File: src/design/wmam_pkg.sv
// ----------------------------------------------------------------------------
// wmam_pkg
// Shared types, constants and helpers of the weekly minute alarm matcher.
// ----------------------------------------------------------------------------
package wmam_pkg;

   localparam int unsigned DefaultEntries = 16;
   localparam int unsigned IndexW         = 4;
   localparam int unsigned IndexSpan      = 1 << IndexW;
   localparam int unsigned MinuteW        = 11;
   localparam int unsigned MaskW          = 8;
   localparam int unsigned SecondsW       = 32;
   localparam int unsigned DayW           = 3;
   localparam int unsigned MaxEvents      = 16;
   localparam int unsigned FoundW         = $clog2(MaxEvents + 1);
   localparam int unsigned SlotNumW       = 7;

   localparam logic FuncWrite = 1'b0;
   localparam logic FuncTick  = 1'b1;

   typedef struct packed {
      logic                  func;
      logic [IndexW-1:0]     entry_index;
      logic                  entry_is_timer;
      logic [MinuteW-1:0]    entry_minute;
      logic [MaskW-1:0]      day_mask;
      logic                  fire_polarity;
      logic [SecondsW-1:0]   time_seconds;
      logic [DayW-1:0]       week_day;
   } req_payload_type;

   typedef struct packed {
      logic [IndexW-1:0]     event_index;
      logic                  event_level;
      logic                  last_event;
   } rsp_payload_type;

   typedef struct packed {
      logic                  is_timer;
      logic [MinuteW-1:0]    minute;
      logic [MaskW-1:0]      day_mask;
      logic                  polarity;
   } entry_type;

   // bit 7 enables every weekday; weekday seven is never allowed
   function automatic logic day_ok(input logic [MaskW-1:0] mask,
                                   input logic [DayW-1:0] day);
      logic [MaskW-1:0] m;
      m = mask[MaskW-1] ? 8'h7F : {1'b0, mask[MaskW-2:0]};
      return m[day];
   endfunction

endpackage

File: src/design/wmam_chan_if.sv
// ----------------------------------------------------------------------------
// wmam_chan_if
// Valid/ready channel carrying one request or response payload.
// ----------------------------------------------------------------------------
interface wmam_chan_if #(parameter type payload_type = logic);
   logic        valid;
   logic        ready;
   payload_type payload;

   modport source (output valid, output payload, input ready);
   modport sink   (input valid, input payload, output ready);
endinterface

File: src/design/wmam_conv.sv
// ----------------------------------------------------------------------------
// wmam_conv
// Epoch seconds to minute of day by reciprocal multiplication: a 32x32
// product gives the minutes since the epoch, a second one the count of
// whole days, and a final subtract leaves the minute.
// Registers seconds, epoch minutes, whole days and minute of day in turn; done rises with minute.
// ----------------------------------------------------------------------------
module wmam_conv (
   input  logic                          clock,
   input  logic                          reset,
   input  logic                          start,
   input  logic [wmam_pkg::SecondsW-1:0] seconds,
   output logic                          done,
   output logic [wmam_pkg::MinuteW-1:0]  minute
);
   import wmam_pkg::*;

   // minutes since the epoch stay below 2^27
   localparam int unsigned QuotW  = 27;
   localparam int unsigned LowW   = 5;
   localparam int unsigned HighW  = QuotW - LowW;
   localparam int unsigned Prod1W = 2 * SecondsW;
   localparam int unsigned Shift1 = 37;
   // ceil(2^37 / 60), exact for every 32-bit input
   localparam logic [SecondsW-1:0] Recip60 = 32'h8888_8889;
   localparam int unsigned RecipW = HighW + 1;
   localparam int unsigned Prod2W = HighW + RecipW;
   localparam int unsigned Shift2 = 28;
   // ceil(2^28 / 45), exact for every 22-bit input
   localparam logic [RecipW-1:0] Recip45 = 23'd5965233;
   localparam int unsigned BlkW   = 16;
   localparam int unsigned RemW   = MinuteW - LowW;
   // 1440 minutes = 45 blocks of 32
   localparam logic [HighW-1:0] DayBlocks = 22'd45;

   logic [SecondsW-1:0] sec_ff, sec_in;
   logic [QuotW-1:0]    quot_ff, quot_in;
   logic [BlkW-1:0]     blk_ff, blk_in;
   logic [MinuteW-1:0]  min_ff, min_in;
   logic                v1_ff, v2_ff, v3_ff;
   logic                done_ff;

   always_comb begin
      logic [Prod1W-1:0] prod1;
      logic [Prod2W-1:0] prod2;
      logic [HighW-1:0]  rem;
      prod1   = Prod1W'(sec_ff) * Prod1W'(Recip60);
      prod2   = Prod2W'(quot_ff[QuotW-1:LowW]) * Prod2W'(Recip45);
      rem     = quot_ff[QuotW-1:LowW] - HighW'(blk_ff) * DayBlocks;
      sec_in  = start ? seconds : sec_ff;
      quot_in = v1_ff ? prod1[Shift1 +: QuotW] : quot_ff;
      blk_in  = v2_ff ? prod2[Shift2 +: BlkW] : blk_ff;
      min_in  = v3_ff ? {rem[RemW-1:0], quot_ff[LowW-1:0]} : min_ff;
   end

   always_ff @(posedge clock) begin
      if (reset) begin
         v1_ff   <= 1'b0;
         v2_ff   <= 1'b0;
         v3_ff   <= 1'b0;
         done_ff <= 1'b0;
      end else begin
         v1_ff   <= start;
         v2_ff   <= v1_ff;
         v3_ff   <= v2_ff;
         done_ff <= v3_ff;
      end
   end

   always_ff @(posedge clock) begin
      sec_ff  <= sec_in;
      quot_ff <= quot_in;
      blk_ff  <= blk_in;
      min_ff  <= min_in;
   end

   assign done   = done_ff;
   assign minute = min_ff;

endmodule

File: src/design/wmam_cell.sv
// ----------------------------------------------------------------------------
// wmam_cell
// One alarm slot of the rotating ring. Loads on a table write, takes its
// neighbor's slot on each scan shift.
// ----------------------------------------------------------------------------
module wmam_cell (
   input  logic                clock,
   input  logic                reset,
   input  logic                load,
   input  wmam_pkg::entry_type load_data,
   input  logic                shift,
   input  wmam_pkg::entry_type nbr,
   output wmam_pkg::entry_type slot
);
   import wmam_pkg::*;

   logic               is_timer_ff;
   logic [MinuteW-1:0] minute_ff;
   logic [MaskW-1:0]   mask_ff;
   logic               pol_ff;

   always_ff @(posedge clock) begin
      if (reset) begin
         is_timer_ff <= 1'b0;
      end else if (load) begin
         is_timer_ff <= load_data.is_timer;
      end else if (shift) begin
         is_timer_ff <= nbr.is_timer;
      end
   end

   always_ff @(posedge clock) begin
      if (load) begin
         minute_ff <= load_data.minute;
         mask_ff   <= load_data.day_mask;
         pol_ff    <= load_data.polarity;
      end else if (shift) begin
         minute_ff <= nbr.minute;
         mask_ff   <= nbr.day_mask;
         pol_ff    <= nbr.polarity;
      end
   end

   assign slot = '{is_timer: is_timer_ff, minute: minute_ff,
                   day_mask: mask_ff, polarity: pol_ff};

endmodule

File: src/design/weekly_minute_alarm_matcher.sv
// ----------------------------------------------------------------------------
// weekly_minute_alarm_matcher
// Alarm table held in a ring of slot cells; a tick converts epoch seconds to
// a minute of day and, on a new minute, rotates the ring once past the head
// cell, reporting each timer slot that fires.
//
//   channel  dir  payload
//   req      in   func, entry_index, entry fields, time_seconds, week_day
//   rsp      out  event_index, event_level, last_event
//
// Table write: loads its cell directly. Tick: minute conversion, then, on a
// new minute, ring rotation over ENTRIES slots and a flush of the last event.
// The ring rotation sets the scan length; rsp back pressure stalls it.
// Reset clears every slot's timer flag and the previous minute.
// A pending response may wait in its output register while req is taken.
// ----------------------------------------------------------------------------
module weekly_minute_alarm_matcher #(
   parameter int unsigned ENTRIES = wmam_pkg::DefaultEntries
) (
   input  logic        clock,
   input  logic        reset,
   wmam_chan_if.sink   req,
   wmam_chan_if.source rsp
);
   import wmam_pkg::*;

   localparam int unsigned StepW = (ENTRIES > 1) ? $clog2(ENTRIES) : 1;

   typedef enum logic [3:0] {
      ST_IDLE  = 4'b0001,
      ST_CONV  = 4'b0010,
      ST_SCAN  = 4'b0100,
      ST_FLUSH = 4'b1000
   } state_type;

   typedef struct packed {
      logic [IndexW-1:0] idx;
      logic              level;
   } pend_type;

   state_type          state_ff, state_in;
   logic [MinuteW-1:0] prev_ff, prev_in;
   logic [DayW-1:0]    day_ff, day_in;
   logic [StepW-1:0]   step_ff, step_in;
   logic [FoundW-1:0]  found_ff, found_in;
   logic               pend_valid_ff, pend_valid_in;
   pend_type           pend_ff, pend_in;
   logic               rsp_valid_ff, rsp_valid_in;
   rsp_payload_type    rsp_data_ff, rsp_data_in;

   req_payload_type    rq;
   logic               req_take;
   logic               conv_done;
   logic [MinuteW-1:0] conv_minute;
   logic               shift;
   entry_type          wr_entry;
   entry_type          cell_q [ENTRIES];

   assign rq       = req.payload;
   assign req.ready = (state_ff == ST_IDLE);
   assign req_take = req.valid && (state_ff == ST_IDLE);

   wmam_conv u_conv (
      .clock   (clock),
      .reset   (reset),
      .start   (req_take && rq.func == FuncTick),
      .seconds (rq.time_seconds),
      .done    (conv_done),
      .minute  (conv_minute)
   );

   assign wr_entry = '{is_timer: rq.entry_is_timer, minute: rq.entry_minute,
                       day_mask: rq.day_mask, polarity: rq.fire_polarity};

   for (genvar i = 0; i < ENTRIES; i++) begin : g_cell
      wmam_cell u_cell (
         .clock     (clock),
         .reset     (reset),
         .load      (req_take && rq.func == FuncWrite && (i < IndexSpan) &&
                     rq.entry_index == IndexW'(i)),
         .load_data (wr_entry),
         .shift     (shift),
         .nbr       (cell_q[(i + 1) % ENTRIES]),
         .slot      (cell_q[i])
      );
   end

   always_comb begin
      logic                hit;
      logic                out_free;
      logic                advance;
      logic [SlotNumW-1:0] slot_num;
      state_in      = state_ff;
      prev_in       = prev_ff;
      day_in        = day_ff;
      step_in       = step_ff;
      found_in      = found_ff;
      pend_valid_in = pend_valid_ff;
      pend_in       = pend_ff;
      rsp_data_in   = rsp_data_ff;
      shift         = 1'b0;
      out_free      = !rsp_valid_ff || rsp.ready;
      rsp_valid_in  = rsp_valid_ff && !rsp.ready;
      slot_num      = SlotNumW'(step_ff);
      hit = cell_q[0].is_timer && cell_q[0].minute == prev_ff &&
            day_ok(cell_q[0].day_mask, day_ff) && found_ff != FoundW'(MaxEvents);
      advance = !hit || !pend_valid_ff || out_free;

      unique case (state_ff)
         ST_IDLE: begin
            if (req_take && rq.func == FuncTick) begin
               day_in   = rq.week_day;
               state_in = ST_CONV;
            end
         end
         ST_CONV: begin
            if (conv_done) begin
               if (conv_minute == prev_ff) begin
                  state_in = ST_IDLE;
               end else begin
                  prev_in       = conv_minute;
                  step_in       = '0;
                  found_in      = '0;
                  pend_valid_in = 1'b0;
                  state_in      = ST_SCAN;
               end
            end
         end
         ST_SCAN: begin
            if (advance) begin
               shift = 1'b1;
               if (hit) begin
                  // a new event displaces the held one, which is not the last
                  if (pend_valid_ff) begin
                     rsp_valid_in = 1'b1;
                     rsp_data_in  = '{event_index: pend_ff.idx,
                                      event_level: pend_ff.level,
                                      last_event: 1'b0};
                  end
                  pend_valid_in = 1'b1;
                  pend_in       = '{idx: slot_num[IndexW-1:0],
                                    level: cell_q[0].polarity};
                  found_in      = found_ff + 1'b1;
               end
               step_in = step_ff + 1'b1;
               if (step_ff == StepW'(ENTRIES - 1)) begin
                  step_in  = '0;
                  state_in = ST_FLUSH;
               end
            end
         end
         ST_FLUSH: begin
            if (!pend_valid_ff) begin
               state_in = ST_IDLE;
            end else if (out_free) begin
               rsp_valid_in  = 1'b1;
               rsp_data_in   = '{event_index: pend_ff.idx,
                                 event_level: pend_ff.level,
                                 last_event: 1'b1};
               pend_valid_in = 1'b0;
               state_in      = ST_IDLE;
            end
         end
         default: begin
            state_in = ST_IDLE;
         end
      endcase
   end

   always_ff @(posedge clock) begin
      if (reset) begin
         state_ff      <= ST_IDLE;
         prev_ff       <= '0;
         step_ff       <= '0;
         found_ff      <= '0;
         pend_valid_ff <= 1'b0;
         rsp_valid_ff  <= 1'b0;
      end else begin
         state_ff      <= state_in;
         prev_ff       <= prev_in;
         step_ff       <= step_in;
         found_ff      <= found_in;
         pend_valid_ff <= pend_valid_in;
         rsp_valid_ff  <= rsp_valid_in;
      end
   end

   always_ff @(posedge clock) begin
      day_ff      <= day_in;
      pend_ff     <= pend_in;
      rsp_data_ff <= rsp_data_in;
   end

   assign rsp.valid   = rsp_valid_ff;
   assign rsp.payload = rsp_data_ff;

endmodule

File: src/flat_wrapper.sv
// flat-port wrapper written by rule: the top's interface ports become plain ports
module weekly_minute_alarm_matcher_flat import wmam_pkg::*;
#(
   parameter int unsigned ENTRIES = wmam_pkg::DefaultEntries
)
  (clock, reset, req_valid, req_payload, req_ready, rsp_valid, rsp_payload, rsp_ready);
  wmam_chan_if #(.payload_type(req_payload_type)) req_i ();
  wmam_chan_if #(.payload_type(rsp_payload_type)) rsp_i ();
  input  logic clock;
  input  logic reset;
  input wire logic [$bits(req_i.valid)-1:0] req_valid;
  input wire logic [$bits(req_i.payload)-1:0] req_payload;
  output wire logic [$bits(req_i.ready)-1:0] req_ready;
  output wire logic [$bits(rsp_i.valid)-1:0] rsp_valid;
  output wire logic [$bits(rsp_i.payload)-1:0] rsp_payload;
  input wire logic [$bits(rsp_i.ready)-1:0] rsp_ready;
  assign req_i.valid = req_valid;
  assign req_i.payload = req_payload;
  assign req_ready = req_i.ready;
  assign rsp_valid = rsp_i.valid;
  assign rsp_payload = rsp_i.payload;
  assign rsp_i.ready = rsp_ready;
  weekly_minute_alarm_matcher #(.ENTRIES(ENTRIES)) u_core (.clock(clock), .reset(reset), .req(req_i), .rsp(rsp_i));
endmodule
File: config.mk
export PLATFORM = sky130hd
export DESIGN_NAME = weekly_minute_alarm_matcher_flat
export DESIGN_NICKNAME = d
export VERILOG_FILES = /design/src/design/wmam_pkg.sv /design/src/design/wmam_chan_if.sv /design/src/design/wmam_conv.sv /design/src/design/wmam_cell.sv /design/src/design/weekly_minute_alarm_matcher.sv /design/src/flat_wrapper.sv
export SDC_FILE = /design/constraint.sdc
export NUM_CORES = 2
export LEC_CHECK = 0
export BUFFER_PORTS_ARGS = -buffer_cell sky130_fd_sc_hd__buf_2
export CAP_MARGIN = 10
export CELL_PAD_IN_SITES_DETAIL_PLACEMENT = 2
export CELL_PAD_IN_SITES_GLOBAL_PLACEMENT = 2
export CORE_MARGIN = 2
export CORE_UTILIZATION = 31
export CTS_CLUSTER_DIAMETER = 200
export DETAILED_ROUTE_END_ITERATION = 12
export PLACE_DENSITY_LB_ADDON = 0.1
export SYNTH_ARGS = -nofsm -noshare
export SYNTH_HDL_FRONTEND = slang
export SYNTH_SLANG_ARGS = --single-unit
File: constraint.sdc
create_clock -name clock -period 16.3 [get_ports clock]
set_clock_uncertainty 0.1 [all_clocks]
set_input_delay 1.63 -clock clock [delete_from_list [all_inputs] [get_ports clock]]
set_output_delay 1.63 -clock clock [all_outputs]
set_load 0.02 [all_outputs]
==> results.ini <==
[global_routing]
grt_pass1_vias = 23871
grt_overflow_total = 0
grt_usage = 0.173
antenna_found_initial = 7
grt_pass1_wl_mm = 148
grt_max_degree = 46

[synth]
seq_area_frac_synth = 0.386
synth_nets = 3533
yosys.area_share.simple = 0.0417
yosys.area.top_type = edfxtp_1
synth_top_area_frac = 0.359
synth_cell_types = 67
syn_area_um2 = 34300
ys_seq_elements = 456
syn_area_per_cell_um2 = 12.5
yosys.area_share.xor_xnor = 0.0220
synth_compound_area_frac = 0.0417
synth_edf_count = 410
synthFlopType = edfxtp_1
synth.top_cells.by_area = edfxtp_1 (36%), ha_1 (17%), fa_1 (16%), mux2_2 (11%), inv_1 (6.2%)
postSynth.asyncResetShare = 0
synth.area.mux_share = 0.110
yosys_warnings = 0
synth_top_family_by_area = adder cells
yosysMostFrequentCell = inv_1
synthCells = 2736
yosys.area_share.adder = 0.328
synth_common_cells = inv_1 (567), ha_1 (454), edfxtp_1 (410), mux2_2 (320), fa_1 (278)

[setup_path]
critPathLaunchType = flip-flop
cp_slowest_stage_delay_ns = 0.68
slowest_stage = fa_1
cp-end-kind = flip-flop
path_common_cell = fa_1
cp_max_fo = 8
crit_type = reg -> reg
cp_data_required_time_ns = 16.55
cp_cell_sequence = ha_1, fa_1, inv_1, fa_1, fa_1, fa_1, inv_1, fa_1, inv_1, fa_1, inv_1, ha_1, a21oi_1, o21ai_0, a21oi_1, o21ai_0, nor4_2, nor2_4, a31oi_4, o21ai_0, xor2_1
arrival_ns = 7.47

[floorplanning]
die_w_um = 336
io_pins = 73
dieArea_um2 = 113000
start_util = 0.313
coreArea_um2 = 109000
rows = 121
die_height_um = 336

[sta]
post-route-period-util = 0.443
hold_viol = 0
finalCriticalPeriod_ns = 7.21
slew_headroom = 0.215
finalSetupViolCount = 0
rsz0062_at_grt = no
slew_violations = 0
fmax_mhz = 139
tns_ns = 0
tightest_slew_ns = 1.17

[place]
dpl.hpwl_mm = 75.2
place_congestion = 0.823
buffer_ports.inserted = 72

[layout]
n_fill_cell = 11382
drive_gt1_frac = 0.185
seq_area_um2 = 13200
fin_nets = 3612
multi_input_area_um2 = 18600
syn_to_final_growth_pct = 11.4

[drt]
first_pass_iters = 4
top_layer = met5
final_antenna_net_count = 0
vias = 20213
dr_wl_met2_mm = 46.6
drc_errors = 0
wl_met1_mm = 44.4
wl_met3_mm = 2.80
drt_iter0_drc = 642
wire_per_inst_um = 22.0
viasPerCell = 4.66
drt-total-wl_mm = 95.5

[job]
drv_cap = 0

[hold_path]
hp-class = reg -> reg

[clock_tree]
cts_buffers = 54
clk_pin_slew_ns = 0.06
post_cts_buffers = 0
cts_resized = 0
htree_levels = 2
cts.path.max_buffers = 3
clock_latency_ns = 0.66
numClockSinks = 456
cts_tree = built
clockRootBuffer = clkbuf_16
ctsHoldBuffers = 0

[outcome]
outcome = finished clean

-- through the flow --
step | hold slack, ns | instances | cell area, µm² | util | setup WS (ns)
floorplan | 0.300 | 2736 | 34300 | - | 9.90
global placement | 0.307 | 4234 | 36300 | 0.332 | 9.08
detailed placement | 0.307 | 4234 | 36300 | 0.332 | 9.00
CTS | 0.321 | 4336 | 38100 | 0.349 | 8.96
global route | 0.338 | 4337 | 38200 | 0.349 | 8.69
finish | 0.318 | 4338 | 38200 | 0.349 | 9.09
-- area by class of cell --
type,instances,share of cell area
Multi-Input combinational cell,1648,0.488
Sequential cell,456,0.347
Inverter,567,0.0558
Tap cell,1476,0.0484
Clock buffer,74,0.0395
Timing Repair Buffer,88,0.0131
Clock inverter,28,0.00836
Antenna cell,1,0.0000656
-- cells in the final DEF (no fill, tap or decap), types with 46 or more instances in the layout --
| cell | n |
|---|---|
| buf_2 | 72 |
| a21oi_1 | 60 |
| xor2_1 | 46 |
| mux2_2 | 320 |
| nor2_1 | 66 |
| clkbuf_16 | 54 |
| ha_1 | 454 |
| edfxtp_1 | 410 |
| fa_1 | 278 |
| inv_1 | 567 |
| dfxtp_1 | 46 |
| nand2_1 | 100 |
-- critical path, delay by kind of cell (launching register included) --
| family | cells | cell delay, ns |
|---|---|---|
| compound gates | 6 | 1.13 |
| flops | 1 | 0.50 |
| xor+xnor | 1 | 0.18 |
| simple gates | 2 | 0.66 |
| buf+inv | 4 | 0.25 |
| fa+ha+maj | 8 | 4.09 |
-- final timing paths --
kind,start,endpoint,slack (ns),cells past startpoint
max,u_core.u_conv.sec_ff[1],u_core.u_conv.quot_ff[19],9.09,21
min,u_core.pend_ff[0],u_core.rsp.payload[1],0.32,0
max reg2reg,u_core.u_conv.sec_ff[1],u_core.u_conv.quot_ff[19],9.09,21
min reg2reg,u_core.pend_ff[0],u_core.rsp.payload[1],0.32,0
-- registers in the layout, summed over array words and instances, names as in the netlist, 3 cells and up --
name / cells
u_core.step_ff: 4
u_core.pend_ff: 5
u_core.state_ff: 4
u_core.g_cell.u_cell.pol_ff: 16
u_core.u_conv.blk_ff: 6
u_core.rsp.payload: 6
u_core.prev_ff: 11
u_core.g_cell.u_cell.minute_ff: 176
u_core.u_conv.quot_ff: 27
u_core.u_conv.minute: 11
u_core.found_ff: 5
u_core.g_cell.u_cell.mask_ff: 128
u_core.g_cell.u_cell.is_timer_ff: 16
u_core.u_conv.sec_ff: 32
u_core.day_ff: 3
-- routing by layer --
metal	vias to the layer above	track usage
met3	90	0.0226
met5	-	0
met1	10409	0.230
li1	9497	-
met4	10	0.0371
met2	207	0.301
-- cells by family after synthesis --
kind of cell / Yosys count
AO/OA/AOI/OAI: 211
XOR/XNOR: 86
adder cells (fa/ha/maj): 732
buffers and inverters: 632
flip-flops: 456
multiplexers: 335
AND/OR/NAND/NOR: 284
Power is left out: the tool's default activity adds up to more than one toggle a clock period on the data nets, which glitch-free logic cannot reach.
